===== config.mk =====
export PLATFORM = sky130hd
export DESIGN_NAME = utf8_char_ngram_emitter_unit
export DESIGN_NICKNAME = d
export VERILOG_FILES = /design/src/rtl/ucng_pkg.sv /design/src/rtl/ucng_front.sv /design/src/rtl/ucng_queue.sv /design/src/rtl/ucng_back.sv /design/src/rtl/utf8_char_ngram_emitter_unit.sv
export SDC_FILE = /design/constraint.sdc
export NUM_CORES = 1
export LEC_CHECK = 0
export BUFFER_PORTS_ARGS = -buffer_cell sky130_fd_sc_hd__buf_2
export CORE_MARGIN = 5
export CORE_UTILIZATION = 60
export DETAILED_ROUTE_END_ITERATION = 12
export PLACE_DENSITY = 0.79
export SYNTH_ARGS = -nofsm -noshare
export SYNTH_HDL_FRONTEND = slang
export SYNTH_SLANG_ARGS = --single-unit
export TNS_END_PERCENT = 10

===== constraint.sdc =====
create_clock -name i_clk -period 16.16 [get_ports i_clk]
set_input_delay 0.808 -clock i_clk [delete_from_list [all_inputs] [get_ports i_clk]]
set_output_delay 0.808 -clock i_clk [all_outputs]
set_load 0.02 [all_outputs]

===== src/rtl/ucng_pkg.sv =====
// ----------------------------------------------------------------------------
// UTF-8 character n-gram emitter: shared package
// Command format passed from the byte front end to the gram back end, and
// the UTF-8 lead byte decoder.
// ----------------------------------------------------------------------------
package ucng_pkg;

    localparam int CHAR_W      = 32;
    localparam int NBYTES_W    = 3;
    localparam int GRAM_W      = 4;
    // Wide enough for an emit count up to the largest supported window (16).
    localparam int EMIT_CNT_W  = 5;
    localparam logic [GRAM_W-1:0] GRAM_LENGTH_RESET = 4'd3;

    // Register byte offsets on the configuration port.
    localparam logic [2:0] ADDR_GRAM_LENGTH = 3'd0;

    typedef struct packed {
        logic                  push;      // a finished character enters the window
        logic [CHAR_W-1:0]     value;
        logic [NBYTES_W-1:0]   nbytes;
        logic [EMIT_CNT_W-1:0] emit_cnt;  // characters to emit after the push, 0 = none
        logic                  is_short;
    } t_cmd;

    // Number of bytes a character needs, judged from its lead byte.
    // Zero marks a stray continuation byte.
    function automatic logic [NBYTES_W-1:0] lead_length(input logic [7:0] b);
        logic [NBYTES_W-1:0] need;
        need = 3'd0;
        if (b[7] == 1'b0) begin
            need = 3'd1;
        end else if (b[7:4] == 4'hF) begin
            need = 3'd4;
        end else if (b[7:4] == 4'hE) begin
            need = 3'd3;
        end else if (b[7:6] == 2'b11) begin
            need = 3'd2;
        end
        return need;
    endfunction

endpackage


===== src/rtl/ucng_front.sv =====
// ----------------------------------------------------------------------------
// UTF-8 character n-gram emitter: byte front end
// Assembles characters from bytes, counts characters in the word and decides
// how many characters of the window each byte makes the back end emit.
// ----------------------------------------------------------------------------
module ucng_front #(
    parameter int MAX_GRAM_LENGTH = 8
) (
    input  logic                        i_clk,
    input  logic                        i_rst_n,
    input  logic                        i_valid,
    output logic                        o_stall,
    input  logic [7:0]                  i_word_byte,
    input  logic                        i_end_of_word,
    input  logic [ucng_pkg::GRAM_W-1:0] i_gram_length,
    output logic                        o_cmd_valid,
    output ucng_pkg::t_cmd              o_cmd,
    input  logic                        i_cmd_full
);
    import ucng_pkg::*;

    localparam int CW = $clog2(MAX_GRAM_LENGTH + 1);
    localparam logic [EMIT_CNT_W-1:0] MAX_E = EMIT_CNT_W'(MAX_GRAM_LENGTH);
    localparam logic [CW-1:0]         MAX_C = CW'(MAX_GRAM_LENGTH);

    logic [CHAR_W-1:0]   r_partial,  n_partial;
    logic [NBYTES_W-1:0] r_gathered, n_gathered;
    logic [NBYTES_W-1:0] r_expected, n_expected;
    logic [CW-1:0]       r_chars,    n_chars;

    logic                  accept;
    logic                  done;
    logic [NBYTES_W-1:0]   need;
    logic [EMIT_CNT_W-1:0] gram5;
    logic [EMIT_CNT_W-1:0] len5;
    logic [CW-1:0]         len_c;
    logic [CW-1:0]         cnt_after;
    logic [CHAR_W-1:0]     asm_value;
    logic [NBYTES_W-1:0]   asm_nbytes;
    t_cmd                  cmd;

    assign o_stall = i_cmd_full;
    assign accept  = i_valid && !i_cmd_full;
    assign need    = lead_length(i_word_byte);

    // Out-of-range lengths clamp to one and to the window depth.
    always_comb begin
        gram5 = {1'b0, i_gram_length};
        if (gram5 == '0) begin
            len5 = EMIT_CNT_W'(1);
        end else if (gram5 > MAX_E) begin
            len5 = MAX_E;
        end else begin
            len5 = gram5;
        end
        len_c = len5[CW-1:0];
    end

    always_comb begin
        n_partial  = r_partial;
        n_gathered = r_gathered;
        n_expected = r_expected;
        n_chars    = r_chars;
        done       = 1'b0;
        cnt_after  = r_chars;
        cmd        = '0;

        if (r_gathered != '0) begin
            asm_value  = {r_partial[CHAR_W-9:0], i_word_byte};
            asm_nbytes = r_gathered + NBYTES_W'(1);
            done       = (asm_nbytes >= r_expected);
            n_expected = r_expected;
        end else begin
            asm_value  = {24'd0, i_word_byte};
            asm_nbytes = (need != '0) ? NBYTES_W'(1) : '0;
            done       = (need == NBYTES_W'(1));
            n_expected = need;
        end
        // A word end closes a character in progress with the bytes it has.
        if (i_end_of_word && asm_nbytes != '0) begin
            done = 1'b1;
        end
        n_partial  = asm_value;
        n_gathered = asm_nbytes;

        cmd.value  = asm_value;
        cmd.nbytes = asm_nbytes;
        if (done) begin
            cmd.push   = 1'b1;
            cnt_after  = (r_chars < MAX_C) ? r_chars + CW'(1) : r_chars;
            n_chars    = cnt_after;
            n_partial  = '0;
            n_gathered = '0;
            n_expected = '0;
            if (cnt_after >= len_c) begin
                cmd.emit_cnt = len5;
            end
        end
        if (i_end_of_word) begin
            if (cnt_after != '0 && cnt_after < len_c) begin
                cmd.emit_cnt = EMIT_CNT_W'(cnt_after);
                cmd.is_short = 1'b1;
            end
            n_chars    = '0;
            n_partial  = '0;
            n_gathered = '0;
            n_expected = '0;
        end
    end

    assign o_cmd_valid = accept && (cmd.push || cmd.emit_cnt != '0);
    assign o_cmd       = cmd;

    always_ff @(posedge i_clk) begin
        if (!i_rst_n) begin
            r_partial  <= '0;
            r_gathered <= '0;
            r_expected <= '0;
            r_chars    <= '0;
        end else if (accept) begin
            r_partial  <= n_partial;
            r_gathered <= n_gathered;
            r_expected <= n_expected;
            r_chars    <= n_chars;
        end
    end

endmodule


===== src/rtl/ucng_queue.sv =====
// ----------------------------------------------------------------------------
// UTF-8 character n-gram emitter: command queue
// Two-entry queue that lets the front end keep taking bytes while the back
// end is still sending a gram.
// ----------------------------------------------------------------------------
module ucng_queue (
    input  logic           i_clk,
    input  logic           i_rst_n,
    input  logic           i_push,
    input  ucng_pkg::t_cmd i_data,
    output logic           o_full,
    input  logic           i_pop,
    output logic           o_valid,
    output ucng_pkg::t_cmd o_data
);
    import ucng_pkg::*;

    t_cmd       r_data [2];
    logic       r_wp;
    logic       r_rp;
    logic [1:0] r_count;

    logic do_push;
    logic do_pop;

    assign o_full  = (r_count == 2'd2);
    assign o_valid = (r_count != 2'd0);
    assign o_data  = r_data[r_rp];
    assign do_push = i_push && !o_full;
    assign do_pop  = i_pop && o_valid;

    always_ff @(posedge i_clk) begin
        if (do_push) begin
            r_data[r_wp] <= i_data;
        end
    end

    always_ff @(posedge i_clk) begin
        if (!i_rst_n) begin
            r_wp    <= 1'b0;
            r_rp    <= 1'b0;
            r_count <= 2'd0;
        end else begin
            if (do_push) begin
                r_wp <= ~r_wp;
            end
            if (do_pop) begin
                r_rp <= ~r_rp;
            end
            unique case ({do_push, do_pop})
                2'b10:   r_count <= r_count + 2'd1;
                2'b01:   r_count <= r_count - 2'd1;
                default: r_count <= r_count;
            endcase
        end
    end

endmodule


===== src/rtl/ucng_back.sv =====
// ----------------------------------------------------------------------------
// UTF-8 character n-gram emitter: gram back end
// Holds the character window, applies each command's push and sends the
// requested characters one per transfer, oldest first.
// ----------------------------------------------------------------------------
module ucng_back #(
    parameter int MAX_GRAM_LENGTH = 8
) (
    input  logic                          i_clk,
    input  logic                          i_rst_n,
    input  logic                          i_cmd_valid,
    input  ucng_pkg::t_cmd                i_cmd,
    output logic                          o_cmd_pop,
    output logic                          o_valid,
    input  logic                          i_stall,
    output logic [ucng_pkg::CHAR_W-1:0]   o_char_value,
    output logic [ucng_pkg::NBYTES_W-1:0] o_char_bytes,
    output logic                          o_last_of_gram,
    output logic                          o_short_word
);
    import ucng_pkg::*;

    localparam int CW = $clog2(MAX_GRAM_LENGTH + 1);
    localparam int IW = (MAX_GRAM_LENGTH > 1) ? $clog2(MAX_GRAM_LENGTH) : 1;
    localparam logic [CW:0] MAX_X = (CW + 1)'(MAX_GRAM_LENGTH);

    typedef enum logic {
        ST_IDLE,
        ST_EMIT
    } t_state;

    t_state              r_state, n_state;
    logic [CHAR_W-1:0]   r_win_val [MAX_GRAM_LENGTH];
    logic [NBYTES_W-1:0] r_win_len [MAX_GRAM_LENGTH];
    logic [CW-1:0]       r_cnt, n_cnt;
    logic [CW-1:0]       r_k, n_k;
    logic                r_short, n_short;
    logic                r_out_valid, n_out_valid;
    logic [CHAR_W-1:0]   r_out_value, n_out_value;
    logic [NBYTES_W-1:0] r_out_bytes, n_out_bytes;
    logic                r_out_last, n_out_last;
    logic                r_out_short, n_out_short;

    logic          out_free;
    logic          pop;
    logic          shift;
    logic [CW:0]   idx_full;
    logic [IW-1:0] idx;
    logic          last;

    assign out_free = !r_out_valid || !i_stall;
    assign idx_full = MAX_X - {1'b0, r_cnt} + {1'b0, r_k};
    assign idx      = idx_full[IW-1:0];
    assign last     = (r_k == r_cnt - CW'(1));

    always_comb begin
        n_state     = r_state;
        n_cnt       = r_cnt;
        n_k         = r_k;
        n_short     = r_short;
        n_out_valid = r_out_valid && i_stall;
        n_out_value = r_out_value;
        n_out_bytes = r_out_bytes;
        n_out_last  = r_out_last;
        n_out_short = r_out_short;
        pop         = 1'b0;
        shift       = 1'b0;
        unique case (r_state)
            ST_IDLE: begin
                if (i_cmd_valid) begin
                    pop   = 1'b1;
                    shift = i_cmd.push;
                    if (i_cmd.emit_cnt != '0) begin
                        n_state = ST_EMIT;
                        n_cnt   = i_cmd.emit_cnt[CW-1:0];
                        n_k     = '0;
                        n_short = i_cmd.is_short;
                    end
                end
            end
            ST_EMIT: begin
                if (out_free) begin
                    n_out_valid = 1'b1;
                    n_out_value = r_win_val[idx];
                    n_out_bytes = r_win_len[idx];
                    n_out_last  = last;
                    n_out_short = r_short;
                    n_k         = r_k + CW'(1);
                    if (last) begin
                        n_state = ST_IDLE;
                    end
                end
            end
            default: n_state = ST_IDLE;
        endcase
    end

    assign o_cmd_pop      = pop;
    assign o_valid        = r_out_valid;
    assign o_char_value   = r_out_value;
    assign o_char_bytes   = r_out_bytes;
    assign o_last_of_gram = r_out_last;
    assign o_short_word   = r_out_short;

    // The newest character sits at the top of the window.
    always_ff @(posedge i_clk) begin
        if (shift) begin
            for (int j = 0; j < MAX_GRAM_LENGTH - 1; j++) begin
                r_win_val[j] <= r_win_val[j+1];
                r_win_len[j] <= r_win_len[j+1];
            end
            r_win_val[MAX_GRAM_LENGTH-1] <= i_cmd.value;
            r_win_len[MAX_GRAM_LENGTH-1] <= i_cmd.nbytes;
        end
    end

    always_ff @(posedge i_clk) begin
        if (!i_rst_n) begin
            r_state     <= ST_IDLE;
            r_out_valid <= 1'b0;
            r_cnt       <= '0;
            r_k         <= '0;
            r_short     <= 1'b0;
        end else begin
            r_state     <= n_state;
            r_out_valid <= n_out_valid;
            r_cnt       <= n_cnt;
            r_k         <= n_k;
            r_short     <= n_short;
        end
        r_out_value <= n_out_value;
        r_out_bytes <= n_out_bytes;
        r_out_last  <= n_out_last;
        r_out_short <= n_out_short;
    end

endmodule


===== src/rtl/utf8_char_ngram_emitter_unit.sv =====
// ----------------------------------------------------------------------------
// UTF-8 character n-gram emitter
// Groups word bytes into UTF-8 characters and sends every character n-gram
// of each word, one character per transfer.
//
//   channel   direction  handshake           payload
//   input     in         i_valid / o_stall   i_word_byte, i_end_of_word
//   output    out        o_valid / i_stall   o_char_value, o_char_bytes,
//                                            o_last_of_gram, o_short_word
//   config    in         psel / penable      paddr, pwdata, prdata
//
// Bytes are taken while the byte front end is not stalling; it stalls only
// when the two-entry command queue is full. The back end pops one command
// while idle, then sends that command's characters one per transfer,
// holding each one while the output is stalled.
// Reset is synchronous and clears control state; the gram length returns to 3.
// A stall on the output holds the output register and backs up into the queue.
// ----------------------------------------------------------------------------
module utf8_char_ngram_emitter_unit #(
    parameter int MAX_GRAM_LENGTH = 8
) (
    input  logic                          i_clk,
    input  logic                          i_rst_n,
    input  logic                          i_valid,
    output logic                          o_stall,
    input  logic [7:0]                    i_word_byte,
    input  logic                          i_end_of_word,
    output logic                          o_valid,
    input  logic                          i_stall,
    output logic [ucng_pkg::CHAR_W-1:0]   o_char_value,
    output logic [ucng_pkg::NBYTES_W-1:0] o_char_bytes,
    output logic                          o_last_of_gram,
    output logic                          o_short_word,
    input  logic                          psel,
    input  logic                          penable,
    input  logic                          pwrite,
    input  logic [2:0]                    paddr,
    input  logic [31:0]                   pwdata,
    output logic [31:0]                   prdata,
    output logic                          pready
);
    import ucng_pkg::*;

    logic [GRAM_W-1:0] r_gram_length;
    logic              cmd_valid;
    t_cmd              cmd;
    logic              q_full;
    logic              q_valid;
    t_cmd              q_data;
    logic              q_pop;

    assign pready = 1'b1;
    assign prdata = (paddr == ADDR_GRAM_LENGTH) ? {28'd0, r_gram_length} : 32'd0;

    always_ff @(posedge i_clk) begin
        if (!i_rst_n) begin
            r_gram_length <= GRAM_LENGTH_RESET;
        end else if (psel && penable && pwrite && paddr == ADDR_GRAM_LENGTH) begin
            r_gram_length <= pwdata[GRAM_W-1:0];
        end
    end

    ucng_front #(
        .MAX_GRAM_LENGTH(MAX_GRAM_LENGTH)
    ) u_front (
        .i_clk        (i_clk),
        .i_rst_n      (i_rst_n),
        .i_valid      (i_valid),
        .o_stall      (o_stall),
        .i_word_byte  (i_word_byte),
        .i_end_of_word(i_end_of_word),
        .i_gram_length(r_gram_length),
        .o_cmd_valid  (cmd_valid),
        .o_cmd        (cmd),
        .i_cmd_full   (q_full)
    );

    ucng_queue u_queue (
        .i_clk  (i_clk),
        .i_rst_n(i_rst_n),
        .i_push (cmd_valid),
        .i_data (cmd),
        .o_full (q_full),
        .i_pop  (q_pop),
        .o_valid(q_valid),
        .o_data (q_data)
    );

    ucng_back #(
        .MAX_GRAM_LENGTH(MAX_GRAM_LENGTH)
    ) u_back (
        .i_clk         (i_clk),
        .i_rst_n       (i_rst_n),
        .i_cmd_valid   (q_valid),
        .i_cmd         (q_data),
        .o_cmd_pop     (q_pop),
        .o_valid       (o_valid),
        .i_stall       (i_stall),
        .o_char_value  (o_char_value),
        .o_char_bytes  (o_char_bytes),
        .o_last_of_gram(o_last_of_gram),
        .o_short_word  (o_short_word)
    );

endmodule

Word-level counts from Yosys, hierarchy flattened
Memories as Yosys holds them, arrays and structs flattened. A register that Yosys moved wholly into a read port is not among the register bits.
Cells that the tools add are included.
- register bits: 55
- bits in latches: 0
- bits in writable memories: 364
- memory bits (read-only): 0
- input bits: 51
- output and inout bits: 72
- word-level logic and storage cells: 124
- memories kept: 3
- memories (memory ; words ; width ; read ports ; clocked after Yosys merged registers in ; write ports ; line ; RTL):
    u_back.r_win_val ; 8 ; 32 ; 8 ; 1 ; 8 ; ucng_back.sv:33 ; logic [CHAR_W-1:0] r_win_val [MAX_GRAM_LENGTH];
    u_queue.r_data ; 2 ; 42 ; 1 ; 1 ; 1 ; ucng_queue.sv:18 ; t_cmd r_data [2];
    u_back.r_win_len ; 8 ; 3 ; 8 ; 1 ; 8 ; ucng_back.sv:34 ; logic [NBYTES_W-1:0] r_win_len [MAX_GRAM_LENGTH];
- add/subtract/negate cells: 8
- $mul: 0
- divide/modulo/power cells: 0
- magnitude comparators: 5
- equality and inequality tests: 12
- shifts and indexed selects: 0
- muxes and demuxes: 49
- bitwise logic cells: 3
- reduce and logical (&&, ||, !) cells: 29
- operator list (cell ; number):
    $mux W24 ; 2
    $mux W32 ; 1
    $mux W4 ; 8
    $mux W3 ; 9
    $mux W1 ; 20
    $mux W5 ; 3
    $mux W6 ; 2
    $logic_and A1 B1 Y1 ; 10
    $reduce_bool A5 Y1 ; 2
    $reduce_bool A3 Y1 ; 3
    $add A4 B1 Y4 const B ; 2
    $eq A4 B4 Y1 const B ; 2
    $pmux W4 S2 ; 1
    $eq A2 B2 Y1 const B ; 3
    $reduce_and A3 Y1 ; 2
    $eq A4 B4 Y1 ; 1
    $ge A4 B4 Y1 ; 1
    $gt A4 B4 Y1 const B ; 1
    $logic_not A4 Y1 ; 1
    $lt A4 B4 Y1 ; 1
    $lt A4 B4 Y1 const B ; 1
    $ne A2 B2 Y1 const B ; 2
    $pmux W2 S2 ; 1
    $reduce_and A2 Y1 ; 2
    other kinds (19) ; 25

Longest topological paths before layout
- depth in word-level cells: 22
- depth in mapped cells: 18
- mapped depth without buffers: 17

Cells and area by module
A second synthesis with hierarchy kept.
- cells, all modules: 1361
- area total of the unflattened synthesis: 18350.1 um2
- modules (own cells, without submodules) (module ; times used ; cells an instance ; area each (um2)):
    ucng_back ; 1 ; 889 ; 12428.2
    ucng_queue ; 1 ; 157 ; 3258.1
    ucng_front ; 1 ; 260 ; 2225.9
    utf8_char_ngram_emitter_unit ; 1 ; 55 ; 437.9

Least setup slack after synthesis
Ideal clock, no wire load.
- path type: reg2reg
- start point: register with a tool-made name
- end point: memory u_back.r_win_len[0][0] (enable)
- library setup time: 926 ps
- data arrival time: 12594 ps
- data required time: 15234 ps
- slack: 2639 ps
- stages on the path, launching flop included: 5
- buffers on the path: 2
- clock period less this slack: 13521 ps
- path through: dfxtp_1 clkbuf_1 clkbuf_1 mux2i_1 nor2_1
- RTL lines (item ; line):
    to (decl) ; ucng_back.sv:34

Worst setup path in the final report
- start point: register u_front.r_gathered[0]
- end point: memory u_queue.r_data[1][28] in the netlist's numbering (enable)
- cells in the longest elaborated chain, start to end: 16
- RTL lines (item ; line ; RTL):
    from (decl) ; ucng_front.sv:27 ; logic [NBYTES_W-1:0] r_gathered, n_gathered;
    from (signal assigned) ; ucng_front.sv:122 ; r_gathered <= n_gathered;
    branches (longest 4 deep; another with $add A3 B1 Y3) ; -- ;
    $mux W1 * ; ucng_front.sv:80 ; if (i_end_of_word && asm_nbytes != '0) begin
    $mux W4 ; ucng_front.sv:88 ; if (done) begin
    $lt A4 B4 Y1 or $reduce_bool A4 Y1 (tied branches) ; ucng_front.sv:100 ; if (cnt_after != '0 && cnt_after < len_c) begin
    $logic_and A1 B1 Y1 ; ucng_front.sv:100 ;
    $mux W6 ; ucng_front.sv:100 ;
    $mux W6 ; ucng_front.sv:99 ; if (i_end_of_word) begin
    $reduce_bool A5 Y1 ; ucng_front.sv:111 ; assign o_cmd_valid = accept && (cmd.push || cmd.emit_cnt != '0);
    $logic_or A1 B1 Y1 * ; ucng_front.sv:111 ;
    $logic_and A1 B1 Y1 * ; ucng_front.sv:111 ;
    $logic_and A1 B1 Y1 * ; ucng_queue.sv:29 ; assign do_push = i_push && !o_full;
    $mux W1 * ; ucng_queue.sv:33 ; if (do_push) begin
    $mux W1 (not written as such) * ; ucng_queue.sv:34 ; r_data[r_wp] <= i_data;
    to (decl) ; ucng_queue.sv:18 ;
Every way passes the cells marked *.

==> key figures <==
Critical path
  – Critical Path RT: 16.33 ns
  – Setup CP Type: reg2reg
  – Worst setup EP type: flip-flop
  – Critical path arrival: 5.32 ns
  – RR Endpoint: u_queue.r_data[1][28]
  – Crit path max fanout: 35
  – CP cell instances: inv_1 -> ha_1 -> nand2b_1 -> mux2_4 -> o22ai_2 -> mux2i_1 -> inv_1 -> ha_1 -> o211ai_1 -> a31oi_1 -> nor3_1 -> o21ai_1 -> nor2_4 -> buf_4
  – R2r worst-path depth: 14
  – Max incr delay on CP: 0.73 ns
  – CP Buf/Inv Count: 3
  – CP max stage cell: nand2b_1
  – R2r startpoint: u_front.r_gathered[0]
  – Crit-path leading delay family: simple AND/OR/NAND/NOR gates
  – CP Launch Type: flip-flop
  – R2r setup slk: 11.01 ns

STA
  – Max Transition Viols Final: 0
  – Tmin final: 5.15 ns
  – Clk_skew: 0.0106 ns
  – Max Fclk: 194 MHz
  – Tcrit/Tclk final: 0.319
  – Setup violations, final: 0
  – RSZ-0062 raised after global routing: false
  – Final hold violations: 0
  – Final setup TNS: 0 ns
  – Rel. slew slack: 0.189
  – Worst Max-Slew Pin Slew: 1.22 ns

Placement
  – DP HPWL: 16.9 mm
  – Final GP Congestion: 0.795
  – Port buffer count: 65

Synth
  – Post-synth EDFFs: 399
  – Sequential element share of the synthesized area: 0.724
  – Mapped Cells: 969
  – Asr flop ratio synth: 0
  – Prevailing post-synth register cell: edfxtp_1
  – Mapped cell area: 18100 um^2
  – Avg Cell Area, Syn: 18.6 um^2
  – Synth cell types: 63
  – Yosys reg bits: 453
  – Syn. warnings: 0

Global route
  – Grt ovf: 0
  – Largest net degree at the start of global routing: 232
  – Global-route wire length before repair: 47.6 mm
  – Initial antenna violation count: 1
  – Vias in the first global route: 8572
  – All-Layer GR Usage: 0.178

Layout
  – Final core utilization: 0.678
  – # nets final: 1112
  – Layout area overhead: 11.2%
  – Layout cells sized above 1: 0.298
  – Ant diodes: 0

Power and ir drop
  – Leakage power: 6.88 nW
  – Pwr/cell area: 213 nW/um^2
  – Maximum VDD drop: 0.000212 V

Detailed routing
  – Antenna viol nets, final: 0
  – DR pass1 iterations: 5
  – Total number of vias: 8490
  – DR DRC count: 0
  – Final WL: 29.8 mm
  – Starting DRT DRC Count: 700
  – Via density: 5.79
  – Wire per inst: 20.3 um

Floorplanning
  – Initial Utilization: 0.609
  – I/O pin cnt: 123
  – Die area: 33700 um^2
  – Core area: 29600 um^2
  – Height of the die: 183 um
  – Row count: 63
  – Die width: 183 um

Status
  – Status: complete, no violations

Clocking
  – Cts bufs inserted: 45
  – Post-cts resize count: 0
  – Clk buf depth: 3
  – CTS tree: yes
  – CTS hold repair buffers: 0
  – Latest clock arrival within the worst-skew pair: 0.53 ns
  – Root Buffer: clkbuf_16
  – TritonCTS sink count: 453
  – CTS clk-pin slew, worst paths: 0.06 ns
  – Htree depth: 2
  – Number of buffers added for setup after CTS: 0

Hold path
  – Hold Startpoint: u_back.r_win_val[6][0]
  – Hold Crit Class: reg2reg
  – Hold depth: 0
  – Endpoint, Worst Hold: u_back.r_win_val[5][0]

Job
  – # Max-Cap Violations: 0
worst max-delay path by stage:
stage / start / endpoint / slack [ns] / cells after the start
CTS: u_front.r_gathered[0] / u_queue.r_data[1][28] / 10.97 / 14
floorplan: flip-flop / u_back.r_win_len[0][0] / 2.64 / 4
global route: u_front.r_gathered[0] / u_queue.r_data[1][28] / 10.56 / 14
finish: u_front.r_gathered[0] / u_queue.r_data[1][28] / 11.01 / 14
global placement: u_front.r_gathered[0] / u_queue.r_data[1][28] / 11.07 / 14
detailed placement: u_front.r_gathered[0] / u_queue.r_data[1][38] / 11.01 / 14
through the flow:
stage	instances	worst slack (ns)	power, mW	hold WS, ns	area [um^2]
2_1_floorplan	996	2.64	3.03	0.409	18200
3_3_place_gp	1386	11.07	3.25	0.422	18600
3_5_place_dp	1386	11.01	3.29	0.428	18600
4_1_cts	1466	10.97	4.33	0.441	20100
5_1_grt	1466	10.56	4.49	0.447	20100
6_report	1466	11.01	4.27	0.436	20100
registers in the layout, summed over array words and instances (netlist names), 2 cells and up, named ones only:
signal	cells
u_back.r_cnt	4
u_queue.r_data	82
u_back.r_win_len	24
u_front.r_partial	24
u_front.r_chars	4
r_gram_length	4
u_queue.r_count	2
u_back.o_char_bytes	3
u_front.r_expected	3
u_front.r_gathered	3
u_back.r_k	4
u_back.o_char_value	32
u_back.r_win_val	256
metal layers:
metal,GRT usage,part of all wire
met5,0,0.00044
met2,0.293,0.50
met1,0.255,0.44
met3,0.0289,0.046
met4,0.0453,0.016
power breakdown:
group	switching (mW)	internal [mW]
sequential	0.140	1.77
clock	0.411	0.594
combinational	0.690	0.673
area by class of cell:
class / count / area (um^2)
Clock buffer: 57 / 1250
Multi-Input combinational cell: 453 / 4620
Clock inverter: 23 / 184
Tap cell: 390 / 488
Inverter: 15 / 56.3
Fill cell: 1889 / 9560
Sequential cell: 453 / 13100
Timing Repair Buffer: 75 / 413
synth_stat cells (all sizes together), types with 2 or more instances:
cell type	count	share of area
nand2	32	0.0067
nand2b	10	0.0035
o21bai	2	0.00083
nand4	3	0.0010
a21oi	9	0.0025
dfxtp	54	0.060
and3	6	0.0021
buf	52	0.021
a22oi	18	0.010
xnor2	11	0.0053
xor2	5	0.0028
o21ai	9	0.0031
o31ai	3	0.0015
nor4	2	0.00069
edfxtp	399	0.66
a21boi	6	0.0025
mux2	75	0.047
mux4	70	0.087
nor2	11	0.0023
mux2i	13	0.0072
o211a	5	0.0028
and2	43	0.015
conb	2	0.00042
clkbuf	23	0.0048
nand3	5	0.0014
o21a	3	0.0012
or3	2	0.00069
a21o	4	0.0017
ha	17	0.012
a31oi	2	0.00069
a2111oi	2	0.0020
nor2b	31	0.012
nor3	7	0.0019
nand3b	2	0.00083
and3b	2	0.00097
inv	15	0.0031
layout by cell type, fill, tap and decap left out, types with 3 or more instances in the layout:
cell	synthesis	layout
nand2_1	32	32
o211a_1	5	5
conb_1	2	29
buf_2	15	65
edfxtp_1	399	399
nand3_1	5	5
nor2_4	0	3
o21ai_0	7	7
buf_4	30	9
a22oi_2	10	10
a21o_1	4	4
clkinv_2	0	9
bufinv_16	0	3
a22oi_1	8	8
a21boi_0	4	4
and2_1	43	42
nor2b_1	20	20
o21a_1	3	3
xnor2_1	11	10
mux2i_1	13	13
nor3_1	7	7
inv_1	15	15
dfxtp_1	54	53
nand2b_1	10	10
clkbuf_16	0	47
mux4_2	70	70
clkbuf_8	0	4
nor2b_2	11	11
clkinv_1	0	9
mux2_2	72	72
nor2_1	11	8
ha_1	17	16
and3_1	6	6
nand4_1	3	3
mux2_4	3	3
a21oi_1	9	9
clkbuf_1	23	6
xor2_1	4	4
worst reg2reg max path: cells and delay by family (launching register included):
kind / cells / cell delay, ns
buffers and inverters: 3 / 0.67
AO/OA/AOI/OAI: 4 / 1.08
AND/OR/NAND/NOR: 3 / 1.34
multiplexers: 2 / 0.80
adder cells (fa/ha/maj): 2 / 0.50
flip-flops: 1 / 0.39
kinds of logic (layout without fill, tap and decap cells):
logic type,after synthesis,in the layout,share of synthesized area
compound gates,70,70,0.0326
xor+xnor,16,16,0.00818
fa+ha+maj,18,18,0.0129
buf+inv,90,170,0.0286
flops,453,453,0.724
mux,158,158,0.142
other cells,2,29,0.000416
simple gates,162,162,0.0518
(Power assumes the default switching activity.)
